--- src/hw/rtl/nnsp_pkg.sv ---
// Shared types, constants and the pixel packing function for the
// nearest-neighbor scaler. No dependencies.
package nnsp_pkg;

   // Fixed field and register widths
   localparam int CFG_DIM_W  = 13;
   localparam int RATIO_W    = 28;
   localparam int ACC_W      = 40;
   localparam int BASE_W     = 24;
   localparam int PIX_W      = 24;
   localparam int COORD_W    = 12;
   localparam int CSR_IDX_W  = 3;
   localparam int CSR_DATA_W = 28;

   localparam logic [BASE_W-1:0] BASE_MAX = {BASE_W{1'b1}};

   // Request command codes
   localparam logic [1:0] CMD_WRITE   = 2'd0;
   localparam logic [1:0] CMD_EMIT    = 2'd1;
   localparam logic [1:0] CMD_RESTART = 2'd2;

   // Configuration register indexes
   localparam logic [CSR_IDX_W-1:0] REG_SRC_WIDTH    = 3'd0;
   localparam logic [CSR_IDX_W-1:0] REG_DST_WIDTH    = 3'd1;
   localparam logic [CSR_IDX_W-1:0] REG_DST_HEIGHT   = 3'd2;
   localparam logic [CSR_IDX_W-1:0] REG_RATIO_X      = 3'd3;
   localparam logic [CSR_IDX_W-1:0] REG_RATIO_Y      = 3'd4;
   localparam logic [CSR_IDX_W-1:0] REG_HAS_ALPHA    = 3'd5;
   localparam logic [CSR_IDX_W-1:0] REG_PIXEL_FORMAT = 3'd6;

   // Pixel formats
   localparam logic [1:0] FMT_RGB555 = 2'd0;
   localparam logic [1:0] FMT_RGB565 = 2'd1;
   localparam logic [1:0] FMT_RGB888 = 2'd2;

   localparam logic [PIX_W-1:0] MASK_R555 = 24'h007c00;
   localparam logic [PIX_W-1:0] MASK_G555 = 24'h0003e0;
   localparam logic [PIX_W-1:0] MASK_R565 = 24'h00f800;
   localparam logic [PIX_W-1:0] MASK_G565 = 24'h0007e0;
   localparam logic [PIX_W-1:0] MASK_B5   = 24'h00001f;
   localparam logic [PIX_W-1:0] MASK_R888 = 24'hff0000;
   localparam logic [PIX_W-1:0] MASK_G888 = 24'h00ff00;
   localparam logic [PIX_W-1:0] MASK_B888 = 24'h0000ff;

   localparam logic [7:0] ALPHA_THRESH = 8'd127;

   // Controller to datapath commands
   typedef struct packed {
      logic mem_write;
      logic restart;
      logic mul_load;
      logic addr_load;
      logic out_load;
   } nnsp_cmd_type;

   // Datapath to controller status
   typedef struct packed {
      logic out_free;
   } nnsp_status_type;

   function automatic logic [PIX_W-1:0] pack_pixel(input logic [1:0] fmt,
                                                   input logic [7:0] r,
                                                   input logic [7:0] g,
                                                   input logic [7:0] b);
      logic [PIX_W-1:0] rr;
      logic [PIX_W-1:0] gg;
      logic [PIX_W-1:0] bb;
      rr = PIX_W'(r);
      gg = PIX_W'(g);
      bb = PIX_W'(b);
      case (fmt)
         FMT_RGB555: pack_pixel = ((rr << 7) & MASK_R555) | ((gg << 2) & MASK_G555) |
                                  ((bb >> 3) & MASK_B5);
         FMT_RGB565: pack_pixel = ((rr << 8) & MASK_R565) | ((gg << 3) & MASK_G565) |
                                  ((bb >> 3) & MASK_B5);
         FMT_RGB888: pack_pixel = ((rr << 16) & MASK_R888) | ((gg << 8) & MASK_G888) |
                                  (bb & MASK_B888);
         default:    pack_pixel = '0;
      endcase
   endfunction

endpackage

--- src/hw/rtl/nnsp_ctrl.sv ---
// Sequencer for the scaler: accepts requests and steps the datapath
// through multiply, address/read and pack. Depends on nnsp_pkg.
module nnsp_ctrl
   import nnsp_pkg::*;
(
   input  logic            clock,
   input  logic            reset,
   input  logic            req_valid,
   input  logic [1:0]      req_cmd,
   output logic            req_stall,
   input  nnsp_status_type status,
   output nnsp_cmd_type    cmd
);

   typedef enum logic [3:0] {
      ST_IDLE = 4'b0001,
      ST_MUL  = 4'b0010,
      ST_ADDR = 4'b0100,
      ST_OUT  = 4'b1000
   } state_type;

   state_type state_ff;
   state_type state_in;
   logic      accept;

   assign req_stall = (state_ff != ST_IDLE);
   assign accept    = req_valid && !req_stall;

   always_comb begin
      state_in = state_ff;
      cmd      = '0;
      unique case (state_ff)
         ST_IDLE: begin
            if (accept) begin
               unique case (req_cmd)
                  CMD_WRITE:   cmd.mem_write = 1'b1;
                  CMD_RESTART: cmd.restart = 1'b1;
                  CMD_EMIT: begin
                     cmd.mul_load = 1'b1;
                     state_in     = ST_MUL;
                  end
                  default: ;
               endcase
            end
         end
         ST_MUL: begin
            cmd.addr_load = 1'b1;
            state_in      = ST_ADDR;
         end
         ST_ADDR: begin
            state_in = ST_OUT;
         end
         ST_OUT: begin
            // hold the read word until the output register frees up
            if (status.out_free) begin
               cmd.out_load = 1'b1;
               state_in     = ST_IDLE;
            end
         end
         default: state_in = ST_IDLE;
      endcase
   end

   always_ff @(posedge clock) begin
      if (reset) begin
         state_ff <= ST_IDLE;
      end else begin
         state_ff <= state_in;
      end
   end

   a_state_onehot: assert property (@(posedge clock) disable iff (reset)
      $onehot(state_ff))
      else $error("controller state not one-hot");

   a_mul_to_addr: assert property (@(posedge clock) disable iff (reset)
      state_ff == ST_MUL |=> state_ff == ST_ADDR)
      else $error("multiply stage did not advance to address stage");

   a_write_only_idle: assert property (@(posedge clock) disable iff (reset)
      cmd.mem_write |-> state_ff == ST_IDLE && !cmd.out_load)
      else $error("store write outside idle");

   a_emit_enters_mul: assert property (@(posedge clock) disable iff (reset)
      cmd.mul_load |=> state_ff == ST_MUL && req_stall)
      else $error("emit did not start the sequence");

endmodule

--- config.mk ---
export PLATFORM = sky130hd
export DESIGN_NAME = nnsp_ctrl
export DESIGN_NICKNAME = d
export VERILOG_FILES = /design/src/hw/rtl/nnsp_pkg.sv /design/src/hw/rtl/nnsp_ctrl.sv
export SDC_FILE = /design/constraint.sdc
export NUM_CORES = 1
export LEC_CHECK = 0
export ABC_AREA = 1
export BUFFER_PORTS_ARGS = -buffer_cell sky130_fd_sc_hd__buf_2
export CORE_AREA = 2 2 39 41
export DETAILED_ROUTE_END_ITERATION = 8
export DIE_AREA = 0 0 41 43
export GPL_TIMING_DRIVEN = 0
export SLEW_MARGIN = 20
export SYNTH_ARGS = -nofsm -noshare
export SYNTH_HDL_FRONTEND = slang
export SYNTH_SLANG_ARGS = --single-unit
--- constraint.sdc ---
create_clock -name clock -period 0.9 [get_ports clock]
set_input_delay 0.045 -clock clock [delete_from_list [all_inputs] [get_ports clock]]
set_output_delay 0.045 -clock clock [all_outputs]
set_load 0.005 [all_outputs]
; Word level (Yosys, flattened, before mapping)
; Index checks and enable logic that the tools add are counted.
[word_totals]
out_inout_bits = 6
elab_cells = 27
in_bits = 6
ff_bits = 4
[op_classes]
reduce_logical = 4
n_mux = 12
eq_ne = 10
[op_table]
columns = cell, n
row1 = $pmux 4 s4, 1
row2 = $mux 4, 3
row3 = $mux 1, 6
row4 = $mux 3, 2
row5 = $eq 4x1->1 const B, 1
row6 = $eq 4x2->1 const B, 1
row7 = $eq 4x3->1 const B, 1
row8 = $eq 4x4->1 const B, 1
row9 = $ne 2x2->1 const B, 2
row10 = $ne 4x1->1 const B, 1
row11 = $reduce_and 3->1, 1
row12 = $eq 2x1->1 const B, 1
row13 = $eq 2x2->1 const B, 1
row14 = $logic_not 2->1, 1
row15 = $ne 2x1->1 const B, 1
row16 = $logic_and 1x1->1, 1
row17 = $logic_not 1->1, 1

; Longest topological paths before layout
; Gate-level depths: netlist of run 1.
[depth]
depth_word = 5
depth_mapped = 5
ltp_nobuf = 5

; Least setup slack after synthesis of run 1
; Ideal clock, no wire load.
[synth_timing]
kind = register to output
start = register state_ff[0]
end = output port cmd[3] in the netlist's numbering
t_arrival_ps = 789
path_buffers = 0
stages_incl_launch_ff = 5
slack_ps = 66
cell_sequence = dfxtp_1 > inv_1 > nor2_2 > nand2_2 > nor4_1
[synth_rtl]
columns = item, line_no
row1 = "start, declared", nnsp_ctrl.sv:22  ; state_type state_ff;
row2 = "start signal, assigned", nnsp_ctrl.sv:68  ; state_ff <= state_in;
row3 = "end, declared", nnsp_ctrl.sv:12  ; output nnsp_cmd_type cmd

==> results_dict.tcl, run 1 <==
set metrics [dict create \
    run_status "complete, but fails checks" \
    failed_checks "negative setup slack" \
    die_width_um 41 \
    cts_sinks 4 \
    routabilityCongestion 0.693 \
    fin_crit_sh_pct 127 \
    grt_max_degree 6 \
    final_critical_path_setup_slack_ns -0.243 \
    grt_setup_unrepaired "true" \
    worst_slew_margin_rel_pct 87.1 \
    worst_path_max_delay_cell "dfxtp_2" \
    finish.utilization_pct 30.3 \
    postRouteAntennaNets 0 \
    route.detailed.drc 0 \
    antenna_found_initial 0 \
    finish.net_count 66 \
    synth.most_common_cell "inv_1" \
    clk_pin_slew_worst_setup_hold_paths_ns 0.04 \
    floorplan.io_pins 12 \
    fp.dieArea_um2 1760 \
    drive_gt1_share_pct 55.2 \
    largest_register_ff_count 4 \
    yosysSeqAreaShare_pct 35.2 \
    cts_tree "built" \
    diodes 0 \
    dieHeight_um 43 \
    worst_path_dominant_cell_family "flip-flops" \
    area_share_of_the_leading_cell_type_in_the_synthesized_netlist_pct 35.2 \
    grt_use_total_pct 9.05 \
    cellPowerDensity_nw_per_um2 1240 \
    via_count_of_the_first_global_routing_pass 247 \
    peakVddDrop_v 0.000425 \
    cts-buffers-inserted 3 \
    mappedNetlistArea_um2 228 \
    hp-class "in2reg" \
    worstPathArrival_ns 1.10 \
    fin_skew_ns 0.000861 \
    hpwl_after_dpl_um 407 \
    wirelength_um 639 \
    slowest_stage_delay_cp_ns 0.33 \
    synth_enable_flop_cells 0 \
    fmax_mhz 875 \
    post-layout-total-power_uw 520 \
    postSynthNetCount 42 \
    core_area_um2 1380 \
    max-clock-path-buffers 2 \
    largest_reg_by_ff_count "state_ff" \
    worst-path-buf-inv 2 \
    netlist_instances 36 \
    vias_per_cell 3.96 \
    ys_types 13 \
    max_cap_violation_count 0 \
    post_synth_main_area_contributors "dfxtp_1 (35%), inv_1 (13%), nor2_1 (12%)" \
    final-max-slew-violation-count 0 \
    detailedRoute.firstPassIterationCount 4 \
    dr.first_iter.drc_count 3 \
    yosysTopAreaCell "dfxtp_1" \
    port-buffer-count 11 \
    synthArstFlopShare_pct 0 \
    critPathKind "reg2out" \
    area_growth_pct 84.1 \
    period_minus_slack_ns 1.14 \
    critical_path.max_fanout 5 \
    leakage_power_uw 0.000226 \
    ys_seq_elements 4 \
    clock_tree.root_cell "clkbuf_4" \
    synthFlopType "dfxtp_1" \
    floorplan.initialDensity_pct 16.5 \
    setup_violations 9 \
    routedWlPerCell_um 8.64 \
    tightest_slew_ns 0.192 \
    ys_warn_count 0 \
    global_route.overflow_total 0 \
    hold_viol 0 \
    required_arrival_time_at_the_worst_endpoint_ns 0.85 \
    synth.cells.most_frequent "inv_1 (8), nor2_1 (7), dfxtp_1 (4), nand2_1 (4), nand3_1 (3)" \
    critical_path_cell_by_cell "inv_2 -> nor2_4 -> nand2_4 -> nor4_1 -> buf_2" \
    crit_path_end_kind "primary output" \
    clock_insertion_delay_worst_skew_ns 0.24 \
    avgSynthCellArea_um2 6.33 \
    cp-start-kind "flip-flop" \
    grt_first_pass_wirelength_um 952 \
    largestRegisters "state_ff: 4 flops" \
    fp-row-count 14 \
    htree_levels 1 \
    vias 293 \
]
## timing repair
item,4_1_cts,5_1_grt
hold buffers,1,0
buffers inserted,4,3
hold endpoints to repair,2,0
resized for setup,8,2
endpoints found under the setup margin,6,10
pin swaps,0,1
## cells in the final DEF, fill, tap and decap left out, types with 2 or more instances in the layout
cell type  Yosys  routed
buf_2          0      11
buf_4          1       8
clkbuf_4       0       3
dfxtp_2        0       4
inv_1          8       7
nand2_1        4       4
nand3_1        3       3
nor2_1         7       7
nor2_4         0       2
## per-stage QoR
step | setup WS (ns) | cell area (um^2) | setup TNS (ns) | hold slack (ns) | cells
final | -0.243 | 419 | -1.41 | 0.136 | 74
after global routing | -0.303 | 419 | -2.02 | 0.160 | 74
after global placement | -0.0444 | 303 | -0.0816 | 0.255 | 63
after detailed placement | -0.0772 | 303 | -0.145 | 0.256 | 63
after CTS | -0.257 | 387 | -1.12 | 0.122 | 71
after floorplan | 0.0665 | 228 | 0 | 0.114 | 36
## cells by family after synthesis
| kind of cell | synth area share, % |
|---|---|
| compound gates | 2.20 |
| buf+inv | 16.5 |
| flops | 35.2 |
| simple gates | 46.2 |
## cell type report
cell class                      count  area [um^2]
Inverter                            8         30.0
Multi-Input combinational cell     23          136
Buffer                              1         7.51
Tap cell                           16         20.0
Fill cell                         151          965
Sequential cell                     4         85.1
Timing Repair Buffer               19          118
Clock buffer                        3         22.5
## report_power, final
group / leakage [uW] / total, uW / switching, uW / internal, uW
clock network: 0.0000138 / 224 / 74.9 / 149
registers: 0.0000336 / 189 / 4.66 / 184
logic: 0.000178 / 107 / 49.0 / 57.8
total: 0.000226 / 520 / 129 / 391
## path summary, 6_finish.rpt
check | startpoint | to | slack (ns) | cells after the start
hold / removal | status | state_ff[3]$_SDFFE_PP0P_ | 0.14 | 4
hold reg to reg | state_ff[3]$_SDFFE_PP0P_ | state_ff[3]$_SDFFE_PP0P_ | 0.57 | 3
setup reg to reg | state_ff[0]$_SDFFE_PP1P_ | state_ff[0]$_SDFFE_PP1P_ | -0.18 | 7
setup / recovery | state_ff[0]$_SDFFE_PP1P_ | cmd[3] | -0.24 | 5
## worst register-to-register path, stage by stage (launching register included)
cell and delay [ns]:
dfxtp_2 0.33, inv_2 0.04, nor2_4 0.11, nand2_4 0.08, buf_4 0.13, buf_4 0.13
nand4_1 0.08, nand2_1 0.05
## metal layers
metal	share of wire, %	vias up	wire (um)	global-route usage (%)
met5	0	-	0	0
met4	6.3	0	40	14.0
met3	7.5	4	48	1.57
met2	46	15	295	11.9
met1	40	117	254	9.03
li1	-	157	-	-
Note: power is estimated with default switching activity, not from simulation.
==> run 2, diff against run 1 <==
--- a/config.mk
+++ b/config.mk
@@ -5,7 +5,6 @@
 export SDC_FILE = /design/constraint.sdc
 export NUM_CORES = 1
 export LEC_CHECK = 0
-export ABC_AREA = 1
 export BUFFER_PORTS_ARGS = -buffer_cell sky130_fd_sc_hd__buf_2
 export CORE_AREA = 2 2 39 41
 export DETAILED_ROUTE_END_ITERATION = 8
==> run 2 against run 1 <==
The flow still finishes with violations (negative setup slack). Clock power down 5%. Sequential share of layout area is 1.9 points lower. Global-route usage down 0.41 points. Combinational power rose by 20%. Worst hold slack got worse by 0.10 ns. Largest power group unchanged.
==> results_dict.tcl, run 2 <==
set metrics [dict create \
    run_status "complete, but fails checks" \
    cellPowerDensity_nw_per_um2 1020 \
    hp-start "req_cmd[1]" \
    drive_gt1_share_pct 84.0 \
    htree_levels 1 \
    antenna_found_initial 0 \
    diodes 0 \
    final_total_negative_setup_slack_ns -3.28 \
    postRouteAntennaNets 0 \
    reg_to_reg_critical_path_endpoint "state_ff[1]$_SDFFE_PP0P_" \
    cts_sinks 4 \
    final-max-slew-violation-count 0 \
    design_internal_power_uw 402 \
    detailedRoute.firstPassIterationCount 2 \
    hp-class "in2reg" \
    hold_viol 0 \
    crit-reg2reg-launch "state_ff[1]$_SDFFE_PP0P_" \
    fin_skew_ns 0.00149 \
    core_area_um2 1380 \
    finish.net_count 58 \
    synth_enable_flop_cells 0 \
    dieHeight_um 43 \
    synth.most_common_cell "dfxtp_1" \
    power.share.switching_pct 23.5 \
    period_minus_slack_ns 1.36 \
    post-route-cell-area_um2 517 \
    floorplan.io_pins 12 \
    max_cap_violation_count 0 \
    most_common_cell_after_layout_fill_and_taps_aside "buf_2" \
    via_count_of_the_first_global_routing_pass 264 \
    post_cts_hold_buffers 0 \
    largest_reg_by_ff_count "state_ff" \
    hold_depth 2 \
    final_critical_path_setup_slack_ns -0.456 \
    leakage_power_uw 0.000218 \
    avgSynthCellArea_um2 9.61 \
    ys_seq_elements 4 \
    placedInstanceArea_um2 324 \
    setup_violations 10 \
    peakVddDrop_v 0.000501 \
    vias_per_cell 4.32 \
    fin_crit_sh_pct 151 \
    area_share_of_the_leading_cell_type_in_the_synthesized_netlist_pct 33.3 \
    hpwl_after_dpl_um 386 \
    port-buffer-count 11 \
    grt_max_degree 7 \
    fmax_mhz 738 \
    fp-row-count 14 \
    worst_hold_path.endpoint "state_ff[1]$_SDFFE_PP0P_" \
    grt_setup_unrepaired "true" \
    post_placement_cell_count 52 \
    postSynthNetCount 31 \
    vias 285 \
    crit_path_end_kind "primary output" \
    synthArstFlopShare_pct 0 \
    required_arrival_time_at_the_worst_endpoint_ns 0.85 \
    grt_use_total_pct 8.63 \
    sequential_cell_area_um2 95.1 \
    critical_path.max_fanout 4 \
    max-clock-path-buffers 2 \
    total_switching_power_uw 123 \
    worstPathArrival_ns 1.31 \
    global_route.overflow_total 0 \
    final_standard_cell_count_with_taps_included_and_fillers_excluded 66 \
    reg2reg_depth 5 \
    ys_types 16 \
    cp-start-kind "flip-flop" \
    yosysTopAreaCell "dfxtp_1" \
    mappedNetlistArea_um2 240 \
    post-layout-total-power_uw 525 \
    area_taken_by_multi_input_logic_gates_um2 209 \
    fp.dieArea_um2 1760 \
    area_growth_pct 115 \
    ys_warn_count 0 \
    die_width_um 41 \
    floorplan.initialDensity_pct 17.4 \
    finish.utilization_pct 37.3 \
    largest_register_ff_count 4 \
    ff2ff_setup_slack_ns -0.41 \
    cts_tree "built" \
    synthFlopType "dfxtp_1" \
    dr.first_iter.drc_count 3 \
    wirelength_um 703 \
    yosysSeqAreaShare_pct 33.3 \
    tightest_slew_ns 0.252 \
    routedWlPerCell_um 10.7 \
    routabilityCongestion 0.666 \
    post_synth_main_area_contributors "dfxtp_1 (33%), nor4b_1 (11%), nor4b_4 (9.9%)" \
    worst_slew_margin_rel_pct 83.1 \
    cts-buffers-inserted 3 \
    clk_pin_slew_worst_setup_hold_paths_ns 0.03 \
    netlist_instances 25 \
    critPathKind "reg2out" \
    synth.cells.most_frequent "dfxtp_1 (4), nor4b_1 (3)" \
    largestRegisters "state_ff: 4 flops" \
    grt_first_pass_wirelength_mm 1.03 \
    power.clock.fraction_pct 40.4 \
    seqPwrFrac_pct 35.2 \
    route.detailed.drc 0 \
    pwr-share-comb_pct 24.4 \
    failed_checks "negative setup slack" \
    leading_cell_types_in_the_layout_fill_and_taps_excluded "buf_2 (10), buf_4 (8), buf_6 (5)" \
    clock_tree.root_cell "clkbuf_4" \
    clock_insertion_delay_worst_skew_ns 0.23 \
    number_of_filler_instances_in_the_final_layout 145 \
]
==> run 2: cell count changes after synthesis, moves of 2 or more <==
cell / before / now
inv_1: 8 / 1
nor2_1: 7 / 0
nand2_1: 4 / 0
nand3_1: 3 / 0
nor4b_1: 0 / 3
nand2b_1: 0 / 2
nor2_2: 2 / 0
nor3b_1: 0 / 2
==> run 2: cell families (layout without fill, tap and decap cells) <==
group	after synthesis	after routing	synth area share, %
and+or+nand+nor	15	15	50.0
DFF	4	4	33.3
AOI/OAI and AO/OA	3	3	8.33
buffers and inverters	2	27	4.69
xor gates and xnor gates	1	1	3.65
==> run 2: worst max path at each step <==
stage                                   from      to  slack (ns)  cells after the start
floorplan           state_ff[2]$_SDFFE_PP0P_  cmd[3]       -0.14                      3
global placement    state_ff[1]$_SDFFE_PP0P_  cmd[1]       -0.32                      3
detailed placement  state_ff[1]$_SDFFE_PP0P_  cmd[1]       -0.31                      3
CTS                 state_ff[3]$_SDFFE_PP0P_  cmd[2]       -0.46                      4
global route        state_ff[1]$_SDFFE_PP0P_  cmd[2]       -0.52                      4
finish              state_ff[1]$_SDFFE_PP0P_  cmd[2]       -0.46                      4
==> run 2: power groups by stage <==
stage          clock (uW)  combinational [uW]  sequential, uW
3_5_place_dp            0                70.0             196
5_1_grt               230                 140             185
2_1_floorplan           0                37.8             193
4_1_cts               228                 105             192
3_3_place_gp            0                69.2             195
6_report              212                 128             185
==> run 2: layer usage <==
metal / up-vias / GRT usage, % / wire, um
met2: 5 / 13.1 / 394
met4: 0 / 6.00 / 0
met3: 0 / 1.57 / 37
li1: 144 / - / -
met5: - / 0 / 0
met1: 136 / 10.3 / 271
==> run 2: area by class of cell <==
class / instances / area share [%]
multi-input combinational: 19 / 40.4
timing repair buffer: 22 / 30.8
sequential: 4 / 18.4
clock buffer: 3 / 4.36
tap: 16 / 3.87
buffer: 1 / 1.45
inverter: 1 / 0.726
==> run 2: what timing repair did <==
| item | CTS | global route |
|---|---|---|
| setup buffers | 6 | 6 |
| endpoints found under the hold margin | 0 | 0 |
| cloned | 0 | 0 |
| pin swaps | 5 | 4 |
| resized for setup | 13 | 8 |
| endpoints found under the setup margin | 10 | 10 |
==> run 2: critical path, cell delays in order (launching register included) <==
cell	delay, ns
dfxtp_4	0.34
nor4b_4	0.31
nand2_2	0.13
nor3b_2	0.18
buf_2	0.12
==> run 2: stage by stage <==
step                setup slack (ns)  hold WS [ns]
floorplan                     -0.137         0.109
global placement              -0.317         0.272
detailed placement            -0.315         0.274
CTS                           -0.459        0.0251
global route                  -0.518        0.0515
finish                        -0.456        0.0332
